==> config.mk <==
export PLATFORM = sky130hd
export DESIGN_NAME = sabs_engine
export DESIGN_NICKNAME = d
export VERILOG_FILES = /design/src/hdl/sorted_array_binary_search_core_macros.svh /design/src/hdl/sabs_pkg.sv /design/src/hdl/sabs_engine.sv
export SDC_FILE = /design/constraint.sdc
export NUM_CORES = 1
export LEC_CHECK = 0
export BUFFER_PORTS_ARGS = -buffer_cell sky130_fd_sc_hd__buf_2
export CORE_MARGIN = 4
export CORE_UTILIZATION = 56
export CTS_CLUSTER_SIZE = 40
export DETAILED_ROUTE_END_ITERATION = 7
export GPL_ROUTABILITY_DRIVEN = 0
export HOLD_SLACK_MARGIN = 0.08
export MAX_ROUTING_LAYER = met4
export PLACE_DENSITY = 0.83
export SLEW_MARGIN = 20
export SYNTH_ARGS = -nofsm -noshare
export SYNTH_HDL_FRONTEND = slang
export SYNTH_SLANG_ARGS = --single-unit
export TNS_END_PERCENT = 1
==> constraint.sdc <==
create_clock -name clock -period 8.55 [get_ports clock]
set_input_delay 0 -clock clock [delete_from_list [all_inputs] [get_ports clock]]
set_output_delay 0 -clock clock [all_outputs]
set_load 0.03 [all_outputs]
==> src/hdl/sorted_array_binary_search_core_macros.svh <==
// ----------------------------------------------------------------------------
// Assertion macros for the binary search core
// Concurrent check wrappers; empty when SYNTHESIS is defined.
// ----------------------------------------------------------------------------
`ifndef SORTED_ARRAY_BINARY_SEARCH_CORE_MACROS_SVH
`define SORTED_ARRAY_BINARY_SEARCH_CORE_MACROS_SVH

`ifndef SYNTHESIS

// same-cycle implication
`define SABS_ASSERT_SAME(label, clk, rst, ante, cons) \
   label: assert property (@(posedge clk) disable iff (rst) (ante) |-> (cons)) \
      else $error("sabs same-cycle check failed");

// next-cycle implication
`define SABS_ASSERT_NEXT(label, clk, rst, ante, cons) \
   label: assert property (@(posedge clk) disable iff (rst) (ante) |=> (cons)) \
      else $error("sabs next-cycle check failed");

`else

`define SABS_ASSERT_SAME(label, clk, rst, ante, cons)
`define SABS_ASSERT_NEXT(label, clk, rst, ante, cons)

`endif

`endif

==> src/hdl/sabs_pkg.sv <==
// ----------------------------------------------------------------------------
// sabs_pkg
// Shared constants, state encoding and result record for the search core.
// ----------------------------------------------------------------------------
`default_nettype none

package sabs_pkg;

   localparam int STORE_DEPTH_DEFAULT = 1024;
   localparam int VALUE_W             = 32;
   localparam int INDEX_W             = 10;
   localparam int HIGH_W              = 11;

   localparam logic MODE_WRITE  = 1'b0;
   localparam logic MODE_SEARCH = 1'b1;

   typedef enum logic [1:0] {
      ST_IDLE,
      ST_PROBE,
      ST_COMPARE,
      ST_RESULT
   } state_type;

   // finished search handed from engine to output register
   typedef struct packed {
      logic               done;
      logic               found;
      logic [INDEX_W-1:0] position;
   } result_type;

endpackage

`default_nettype wire

==> src/hdl/sabs_engine.sv <==
// ----------------------------------------------------------------------------
// sabs_engine
// Write path and probe sequencer: one memory read per probe, then compare.
// ----------------------------------------------------------------------------
`default_nettype none

module sabs_engine #(
   parameter int STORE_DEPTH = sabs_pkg::STORE_DEPTH_DEFAULT
) (
   input  wire logic                                 clock,
   input  wire logic                                 reset,
   input  wire logic                                 accept,
   input  wire logic                                 mode,
   input  wire logic        [sabs_pkg::INDEX_W-1:0]  write_index,
   input  wire logic        [sabs_pkg::INDEX_W-1:0]  search_low,
   input  wire logic signed [sabs_pkg::HIGH_W-1:0]   search_high,
   input  wire logic signed [sabs_pkg::VALUE_W-1:0]  value,
   input  wire logic                                 out_free,
   output logic                                      busy,
   output sabs_pkg::result_type                      result,
   output logic                                      ram_wr_en,
   output logic             [$clog2(STORE_DEPTH)-1:0] ram_wr_addr,
   output logic             [sabs_pkg::VALUE_W-1:0]  ram_wr_data,
   output logic                                      ram_rd_en,
   output logic             [$clog2(STORE_DEPTH)-1:0] ram_rd_addr,
   input  wire logic        [sabs_pkg::VALUE_W-1:0]  ram_rd_data
);

   localparam int AW = $clog2(STORE_DEPTH);
   // range bounds: index bits plus room for -1 and mid+1
   localparam int IW = ((AW > sabs_pkg::INDEX_W) ? AW : sabs_pkg::INDEX_W) + 2;
   localparam logic signed [IW-1:0] LAST_INDEX = IW'(STORE_DEPTH - 1);
   localparam logic signed [IW-1:0] ONE        = IW'(1);

   sabs_pkg::state_type state_ff, state_in;

   logic signed [IW-1:0]                lo_ff, lo_in;
   logic signed [IW-1:0]                hi_ff, hi_in;
   logic signed [IW-1:0]                mid_ff, mid_in;
   logic signed [sabs_pkg::VALUE_W-1:0] key_ff, key_in;
   logic                                hit_ff, hit_in;

   logic signed [IW-1:0]                low_ext;
   logic signed [IW-1:0]                high_ext;
   logic signed [IW-1:0]                high_sat;
   logic signed [IW-1:0]                widx_ext;
   logic signed [IW-1:0]                mid;
   logic signed [sabs_pkg::VALUE_W-1:0] elem;

   assign low_ext  = {{(IW - sabs_pkg::INDEX_W){1'b0}}, search_low};
   assign high_ext = {{(IW - sabs_pkg::HIGH_W){search_high[sabs_pkg::HIGH_W-1]}}, search_high};
   assign high_sat = (high_ext > LAST_INDEX) ? LAST_INDEX : high_ext;
   assign widx_ext = {{(IW - sabs_pkg::INDEX_W){1'b0}}, write_index};
   // lo <= hi whenever this is used, so the span is non-negative
   assign mid      = lo_ff + ((hi_ff - lo_ff) >>> 1);
   assign elem     = $signed(ram_rd_data);

   assign ram_wr_addr = widx_ext[AW-1:0];
   assign ram_wr_data = value;
   assign ram_rd_addr = mid[AW-1:0];
   assign busy        = (state_ff != sabs_pkg::ST_IDLE);

   always_ff @(posedge clock) begin
      if (reset) begin
         state_ff <= sabs_pkg::ST_IDLE;
      end else begin
         state_ff <= state_in;
      end
   end

   always_ff @(posedge clock) begin
      lo_ff  <= lo_in;
      hi_ff  <= hi_in;
      mid_ff <= mid_in;
      key_ff <= key_in;
      hit_ff <= hit_in;
   end

   always_comb begin
      state_in  = state_ff;
      lo_in     = lo_ff;
      hi_in     = hi_ff;
      mid_in    = mid_ff;
      key_in    = key_ff;
      hit_in    = hit_ff;
      ram_wr_en = 1'b0;
      ram_rd_en = 1'b0;
      result    = '0;
      unique case (state_ff)
         sabs_pkg::ST_IDLE: begin
            if (accept) begin
               if (mode == sabs_pkg::MODE_SEARCH) begin
                  lo_in    = low_ext;
                  hi_in    = high_sat;
                  key_in   = value;
                  hit_in   = 1'b0;
                  state_in = sabs_pkg::ST_PROBE;
               end else begin
                  // out-of-range writes are dropped
                  ram_wr_en = (widx_ext <= LAST_INDEX);
               end
            end
         end
         sabs_pkg::ST_PROBE: begin
            if (lo_ff > hi_ff) begin
               state_in = sabs_pkg::ST_RESULT;
            end else begin
               ram_rd_en = 1'b1;
               mid_in    = mid;
               state_in  = sabs_pkg::ST_COMPARE;
            end
         end
         sabs_pkg::ST_COMPARE: begin
            if (key_ff == elem) begin
               hit_in   = 1'b1;
               state_in = sabs_pkg::ST_RESULT;
            end else begin
               if (key_ff > elem) begin
                  lo_in = mid_ff + ONE;
               end else begin
                  hi_in = mid_ff - ONE;
               end
               state_in = sabs_pkg::ST_PROBE;
            end
         end
         sabs_pkg::ST_RESULT: begin
            if (out_free) begin
               result.done     = 1'b1;
               result.found    = hit_ff;
               result.position = hit_ff ? mid_ff[sabs_pkg::INDEX_W-1:0] : '0;
               state_in        = sabs_pkg::ST_IDLE;
            end
         end
         default: begin
            state_in = sabs_pkg::ST_IDLE;
         end
      endcase
   end

endmodule

`default_nettype wire

==> results.toml, run 1 <==
[synthesis]
ys_ff_latch = 71
synth-compound-area-share = 0.123
ys_types = 52
synth-xor-area-share = 0.0615
synthSimpleGateAreaFrac = 0.135
syn_avg_cell_area_um2 = 9.77
synth_edf_count = 69
synth_largest_area_cell = "edfxtp_1"
syn_area_um2 = 5200
synth_seq_area_share = 0.406
syn-num-nets = 692
ys.flop_type = "edfxtp_1"
synthTopCellsByArea = "edfxtp_1, ha_1, buf_4"
synthAdderAreaFrac = 0.145
yosysWarnings = 0
synthMuxAreaShare = 0.00192
postSynth.asyncResetShare = 0
synth_top_family_by_area = "adder cells"
synthCells = 533
yosysTopAreaCellShare = 0.398

[floorplan]
die_h_um = 104
io_pins = 167
rows = 34
design.die.area_um2 = 10900
core_um2 = 8890
initial_core_util = 0.585
die_w_um = 104

[routing]
wl_per_cell_um = 18.7
antenna_left = 0
dr.pass1.iters = 5
vias = 4646
routed_via_density = 5.77
wl_um = 15000
dr.first_iter.drc_count = 349
drc_errors = 0

[critical_path]
worst-setup-path-type = "flop to output port"
r2r_start = "hi_ff[2]"
cp.arrival_ps = 3780
end_kind = "output port"
r2r_cells = 13
required_ps = 8550
r2r_end = "mid_ff[11]"
r2r_slack_ps = 4880
cp_max_fo = 4
start_kind = "flop"

[worst_hold_path]
hold_end = "hit_ff"
hold_class = "primary input to flop"
hold_start = "accept"
hold_depth = 3

[global_routing]
track_usage = 0.283
grt_max_degree = 41
antenna_found_initial = 0
first_global_vias = 4889
gr-total-overflow = 0
grt_pass1_wl_um = 23800

[sta]
finalMaxSlewViolations = 0
fin_skew_ps = 20.5
hold_violations = 0
worstMarginPinSlew_ps = 973
max_freq_ghz = 0.264
setup-tns-final_ps = 0
rsz0062_at_grt = "false"
period_needed_ps = 3780
setup_viol_count_final = 0
holdWs_ps = 152
finalCritPeriodShare = 0.443
slew_headroom = 0.348

[cts]
cts_resized = 0
cts_num_sinks = 71
cts_root_buf = "clkbuf_8"
cts.clk_slew.worst_paths_ps = 90
cts_buffers = 9
cts_buffer_depth = 2
cts-htree-levels = 3
tritoncts = "built"
clk-insertion-delay-late_ps = 350

[placement]
portBuffers = 146
post-dp-hpwl_um = 10100
dpl.cell_count = 723

[final_layout]
multi_input_area_um2 = 2430
areaGrowthSynthToFinish_pct = 25.2
layout-drive-gt1-share = 0.250
nFillCells = 577
layout.nets = 851
antenna_cells = 0
register_area_um2 = 2110
final_common_cell = "buf_2"
layout.cells.non_filler = 805
mostFrequentLayoutCells = "buf_2, edfxtp_1, dlygate4sd3_1, inv_1, ha_1"

[outcome]
outcome = "finished clean"

[power]
power_density_nw_per_um2 = 205
leakagePower_nw = 3.05
ir_drop_mv = 0.132

[flow_run]
cap_viol_max_count = 0
synthesized netlist by cell type (all sizes together), types with 3 or more instances:
| cell | number |
|---|---|
| edfxtp | 69 |
| inv | 59 |
| ha | 57 |
| buf | 53 |
| nand2 | 46 |
| o21ai | 33 |
| nor2 | 26 |
| a21oi | 24 |
| and3 | 19 |
| xnor2 | 17 |
| xor2 | 17 |
| nand3 | 15 |
| clkbuf | 13 |
| nor3 | 12 |
| nand4 | 7 |
| o211ai | 6 |
| o21a | 5 |
| a211oi | 4 |
| a21o | 4 |
| nand2b | 4 |
| nor2b | 4 |
| nor4 | 4 |
| a31oi | 3 |
area by class of cell:
| cell class | instances | share of cell area |
|---|---|---|
| inverter | 59 | 0.0340 |
| multi-input combinational | 337 | 0.373 |
| sequential | 71 | 0.324 |
| timing repair buffer | 214 | 0.216 |
| tap | 108 | 0.0207 |
| clock inverter | 5 | 0.0127 |
| clock buffer | 11 | 0.0202 |
cells by family after synthesis:
| kind of cell | after synthesis |
|---|---|
| fa+ha+maj | 59 |
| simple gates | 144 |
| buf+inv | 125 |
| mux | 1 |
| xor+xnor | 35 |
| compound gates | 98 |
| flops | 71 |
how the worst max path moves through the flow:
stage                     endpoint     start  slack (ps)
floorplan                mid_ff[0]  lo_ff[0]        4990
finish              ram_rd_addr[8]  hi_ff[2]        4770
global route        ram_rd_addr[8]  hi_ff[2]        4480
global placement        mid_ff[11]  lo_ff[2]        5170
detailed placement      mid_ff[11]  lo_ff[2]        5040
CTS                 ram_rd_addr[8]  lo_ff[2]        4880
critical path: stages (launching register included):
cell and delay (ps):
edfxtp_1 430, ha_1 370, nor2b_1 150, o21ai_0 230, a21oi_1 140, nor4b_1 480, nor2_1 130, xor2_1 180
ha_1 350, nor2_1 70, nor2_1 100, o41a_1 210, xor2_1 310, buf_2 280
layer usage:
layer | global-route usage | wire, um | share of wire | vias to the layer above
met5 | - | 0 | 0 | -
met4 | 0.111 | 543 | 0.036 | 0
met3 | 0.0602 | 1370 | 0.091 | 48
met2 | 0.504 | 7680 | 0.51 | 282
met1 | 0.308 | 5440 | 0.36 | 2167
li1 | - | - | - | 2149
state kept, by name (all words and copies together) (netlist names):
register,cells
hit_ff,1
hi_ff,12
mid_ff,12
state_ff,2
key_ff,32
lo_ff,12
power breakdown:
part	internal, mW	total (mW)	switching, mW
combinational	0.208	0.574	0.367
sequential	0.434	0.462	0.0277
clock	0.165	0.297	0.131
total	0.807	1.33	0.526
metrics by stage:
step           setup WS, ps  power (mW)  instance area [um2]   util
2_1_floorplan          4990       0.907                 5200      -
6_report               4770        1.33                 6520  0.733
3_3_place_gp           5170       0.974                 5640  0.635
5_1_grt                4480        1.40                 6520  0.733
4_1_cts                4880        1.32                 6520  0.733
3_5_place_dp           5040       0.996                 5640  0.635
repair_timing:
item | 4_1_cts | 5_1_grt
buffers inserted | 0 | 0
hold endpoints to repair | 66 | 0
hold buffers | 66 | 0
(Power assumes the default switching activity.)
==> run 2: changes to the inputs <==
Settings changed: CORE_UTILIZATION 56 to 52, PLACE_DENSITY 0.83 to 0.77.
Clock period 8.55 ns to 3.6 ns, I/O delays scaled along.
==> run 2 against run 1 <==
  * Sequential cell count unchanged
  * Largest cell class unchanged
  * Largest power group unchanged
  * Worst setup slack got worse by 4600 ps
  * Via count decreased by 1.2%
==> results.toml, run 2 (same netlist as run 1, synthesis figures left out) <==
[critical_path]
cp-startpoint = "lo_ff[10]"
worst-setup-path-type = "flop to flop"
cp.arrival_ps = 3570
crit_buf_inv = 3
end_kind = "flop"
cp_slowest_cell = "a2111oi_0"
r2r_start = "lo_ff[10]"
start_kind = "flop"
cp_max_fo = 6
critical_path.top_delay_family = "compound AO/OA/AOI/OAI gates"
required_ps = 3700
slowest_delay_ps = 700
path_cells = "inv_1 -> ha_1 -> inv_1 -> and3_1 -> a2111oi_0 -> o311ai_1 -> ha_1 -> inv_2 -> nor2_1 -> a311oi_1 -> o21bai_1 -> xnor3_1"

[cts]
cts_buffers = 9
cts-htree-levels = 3
cts_num_sinks = 71
tritoncts = "built"
cts_buffer_depth = 2
cts.clk_slew.worst_paths_ps = 80
cts_root_buf = "clkbuf_8"
clk-insertion-delay-late_ps = 360

[final_layout]
layout.cells.non_filler = 836
layout-drive-gt1-share = 0.269
final_common_cell = "buf_2"
top_register = "key_ff"
layout.nets = 857
antenna_cells = 0
design_area_um2 = 6690
areaGrowthSynthToFinish_pct = 28.6
final_core_util = 0.685
largest_reg_flops = 32
mostFrequentLayoutCells = "buf_2, edfxtp_1, dlygate4sd3_1, inv_1, ha_1"

[global_routing]
first_global_vias = 4740
gr-total-overflow = 0
antenna_found_initial = 0
grt_pass1_wl_um = 22200
grt_max_degree = 41
track_usage = 0.253

[outcome]
outcome = "finished clean"

[worst_hold_path]
hold_start = "accept"
hold_class = "primary input to flop"

[power]
power_density_nw_per_um2 = 503
leakagePower_nw = 3.12
power_mw = 3.37
ir_drop_mv = 0.287

[sta]
period_needed_ps = 3470
max_freq_ghz = 0.289
hold_violations = 0
finalCritPeriodShare = 0.963
holdWs_ps = 140
fin_ws_ps = 135
finalMaxSlewViolations = 0
setup-tns-final_ps = 0
fin_skew_ps = 13.2
slew_headroom = 0.475
rsz0062_at_grt = "true"
setup_viol_count_final = 0
worstMarginPinSlew_ps = 768

[floorplan]
rows = 36
die_w_um = 108
core_um2 = 9770
design.die.area_um2 = 11700
io_pins = 167
initial_core_util = 0.533
die_h_um = 108

[placement]
placed_area_um2 = 5700
place_ws_ps = 51.7
dpl.cell_count = 751
portBuffers = 146
post-dp-hpwl_um = 10200

[routing]
dr.pass1.iters = 4
drc_errors = 0
vias = 4589
routed_via_density = 5.49
wl_um = 14500
antenna_left = 0
wl_per_cell_um = 17.3
dr.first_iter.drc_count = 236

[flow_run]
cap_viol_max_count = 0
run 2: cell types whose count changed in the layout (fill, tap and decap cells not counted), sizes merged:
cell,delta
clkinv,-1
bufinv,+2
buf,+5
run 2: area by class of cell:
type | instances | area (um2)
clock buffers | 10 | 128
clock inverters | 6 | 133
fillers | 716 | 3080
inverters | 59 | 221
flip-flops and latches | 71 | 2110
repair buffers | 220 | 1460
well taps | 133 | 166
multi-input cells | 337 | 2480
run 2: final timing paths:
path	end	slack [ps]	depth (start not counted)
max	mid_ff[11]	130	12
min	hit_ff	140	3
max reg2reg	mid_ff[11]	130	12
min reg2reg	state_ff[1]	540	1
run 2: timing repair:
action | CTS | global route
setup endpoints to repair | 1 | 5
hold buffers | 66 | 0
setup buffers | 0 | 3
resized for setup | 1 | 14
endpoints found under the hold margin | 66 | 0
pin swaps | 0 | 5
run 2: tightest hold or removal path, cell delays in order:
cell	delay, ps
buf_2	100
nand3_1	140
o21ai_0	120
run 2: per-layer routing:
metal / vias to the layer above / part of all wire / global-route usage / wire (um)
met5: - / 0 / - / 0
met3: 50 / 0.074 / 0.0490 / 1080
met1: 2143 / 0.38 / 0.275 / 5560
li1: 2160 / - / - / -
met2: 236 / 0.51 / 0.456 / 7390
met4: 0 / 0.033 / 0.0992 / 472
run 2: power by group:
part           total (mW)  internal [mW]  switching, mW  leakage [nW]
clock               0.856          0.530          0.326         0.128
combinational        1.41          0.543          0.864          2.33
sequential           1.10           1.03         0.0733         0.658
total                3.37           2.10           1.26          3.12
==> run 3: changes to the inputs <==
Settings changed: CTS_CLUSTER_SIZE 40 to default, PLACE_DENSITY 0.77 to 0.81, SLEW_MARGIN 20 to default.
==> run 3 against run 2 <==
  * Clock-buffer cell count grew 1
  * Critical path type is now flop to output port
  * Wire length grew 2.7%
  * Die area is the same
  * Cell count grew 0.48%
  * Global-route usage grew 0.60 points
  * Register-to-register slack is essentially flat
  * Via count is the same
==> results.toml, run 3 (same netlist as run 1, synthesis figures left out) <==
[worst_hold_path]
hold_end = "hit_ff"
hold_class = "primary input to flop"
hold_start = "accept"
hold_depth = 3

[placement]
post-dp-hpwl_um = 10200
placed_area_um2 = 5700
portBuffers = 146
place_ws_ps = 6.14

[power]
power_density_nw_per_um2 = 482
power_mw = 3.21
ir_drop_mv = 0.301
leakagePower_nw = 3.09

[routing]
dr.pass1.iters = 6
wl_per_cell_um = 17.7
drc_errors = 0
wl_um = 14900
vias = 4589
routed_via_density = 5.46
dr.first_iter.drc_count = 381
antenna_left = 0

[cts]
cts.clk_slew.worst_paths_ps = 70
tritoncts = "built"
cts-htree-levels = 3
cts_buffer_depth = 2
cts_buffers = 9
cts_root_buf = "clkbuf_8"
clk-insertion-delay-late_ps = 370
cts_num_sinks = 71

[flow_run]
cap_viol_max_count = 0

[floorplan]
initial_core_util = 0.533
die_h_um = 108
io_pins = 167
core_um2 = 9770
die_w_um = 108
rows = 36
design.die.area_um2 = 11700

[global_routing]
grt_max_degree = 41
grt_pass1_wl_um = 22800
gr-total-overflow = 0
track_usage = 0.259
antenna_found_initial = 1
first_global_vias = 4812

[critical_path]
r2r_end = "mid_ff[11]"
cp.arrival_ps = 3490
worst-setup-path-type = "flop to output port"
crit_buf_inv = 2
r2r_start = "lo_ff[0]"
path_cells = "nor2b_2 -> fa_2 -> inv_1 -> ha_1 -> fa_1 -> a21o_1 -> a21oi_2 -> o21ai_1 -> o41a_1 -> xor2_2 -> buf_6"
slowest_delay_ps = 520
start_kind = "flop"
r2r_cells = 14
cp_max_fo = 3
cp_slowest_cell = "fa_2"
r2r_slack_ps = 120
required_ps = 3600
end_kind = "output port"
critical_path.top_delay_family = "adder cells"

[final_layout]
largest_reg_flops = 32
final_common_cell = "buf_2"
design_area_um2 = 6650
final_core_util = 0.681
mostFrequentLayoutCells = "buf_2, edfxtp_1, dlygate4sd3_1, inv_1, ha_1"
areaGrowthSynthToFinish_pct = 27.8
top_register = "key_ff"
layout.nets = 860
nFillCells = 705
layout-drive-gt1-share = 0.272

[sta]
finalCritPeriodShare = 0.969
max_freq_ghz = 0.287
fin_ws_ps = 110
hold_violations = 0
holdWs_ps = 116
worstMarginPinSlew_ps = 701
fin_skew_ps = 8.11
period_needed_ps = 3490
slew_headroom = 0.532
setup_viol_count_final = 0
finalMaxSlewViolations = 0

[outcome]
outcome = "finished clean"
## run 3: area by class of cell
class	instances	area (um2)	area share
Multi-Input combinational cell	337	2490	0.374
Sequential cell	71	2110	0.317
Timing Repair Buffer	223	1480	0.223
Inverter	59	221	0.0333
Tap cell	133	166	0.0250
Clock buffer	11	131	0.0197
Clock inverter	5	48.8	0.00733
Antenna cell	1	2.50	0.000376
## run 3: metrics by stage
stage / TNS [ps] / instances
final: 0 / 840
after global routing: -6.01 / 840
after CTS: 0 / 835
after detailed placement: 0 / 751
after global placement: 0 / 751
after floorplan: 0 / 533
## run 3: metal layers
layer  track usage  vias to the layer above  routed length, um
met3        0.0501                       54               1230
met1         0.292                     2129               5520
met4         0.113                        0                499
li1              -                     2170                  -
met5             -                        -                  0
met2         0.449                      236               7650
## run 3: what timing repair did
item,in CTS,in global routing
setup buffers,2,4
pin swaps,3,6
endpoints found under the setup margin,3,6
hold buffers,66,0
endpoints found under the hold margin,66,0
gates resized for setup,5,16
## run 3: how the worst max path moves through the flow
| stage | from | endpoint | slack, ps | cells past startpoint |
|---|---|---|---|---|
| 2_1_floorplan | lo_ff[0] | mid_ff[0] | 40 | 8 |
| 3_3_place_gp | lo_ff[2] | mid_ff[11] | 230 | 14 |
| 3_5_place_dp | lo_ff[2] | mid_ff[11] | 6 | 14 |
| 4_1_cts | lo_ff[2] | ram_rd_addr[9] | 1 | 13 |
| 5_1_grt | lo_ff[0] | mid_ff[11] | -6 | 14 |
| 6_report | lo_ff[0] | ram_rd_addr[8] | 110 | 11 |
## run 3: worst register-to-register path, delay by kind of cell, from the launching register on
family                   cells  cell delay [ps]
AND/OR/NAND/NOR              5              980
AO/OA/AOI/OAI                5              860
adder cells (fa/ha/maj)      2              680
flip-flops                   1              400
XOR/XNOR                     1              190
buffers and inverters        1              130
## run 3: report_power, final
part | total (mW) | internal [mW] | switching (mW)
sequential | 1.10 | 1.03 | 0.0665
combinational | 1.49 | 0.573 | 0.913
clock | 0.624 | 0.314 | 0.311
total | 3.21 | 1.92 | 1.29
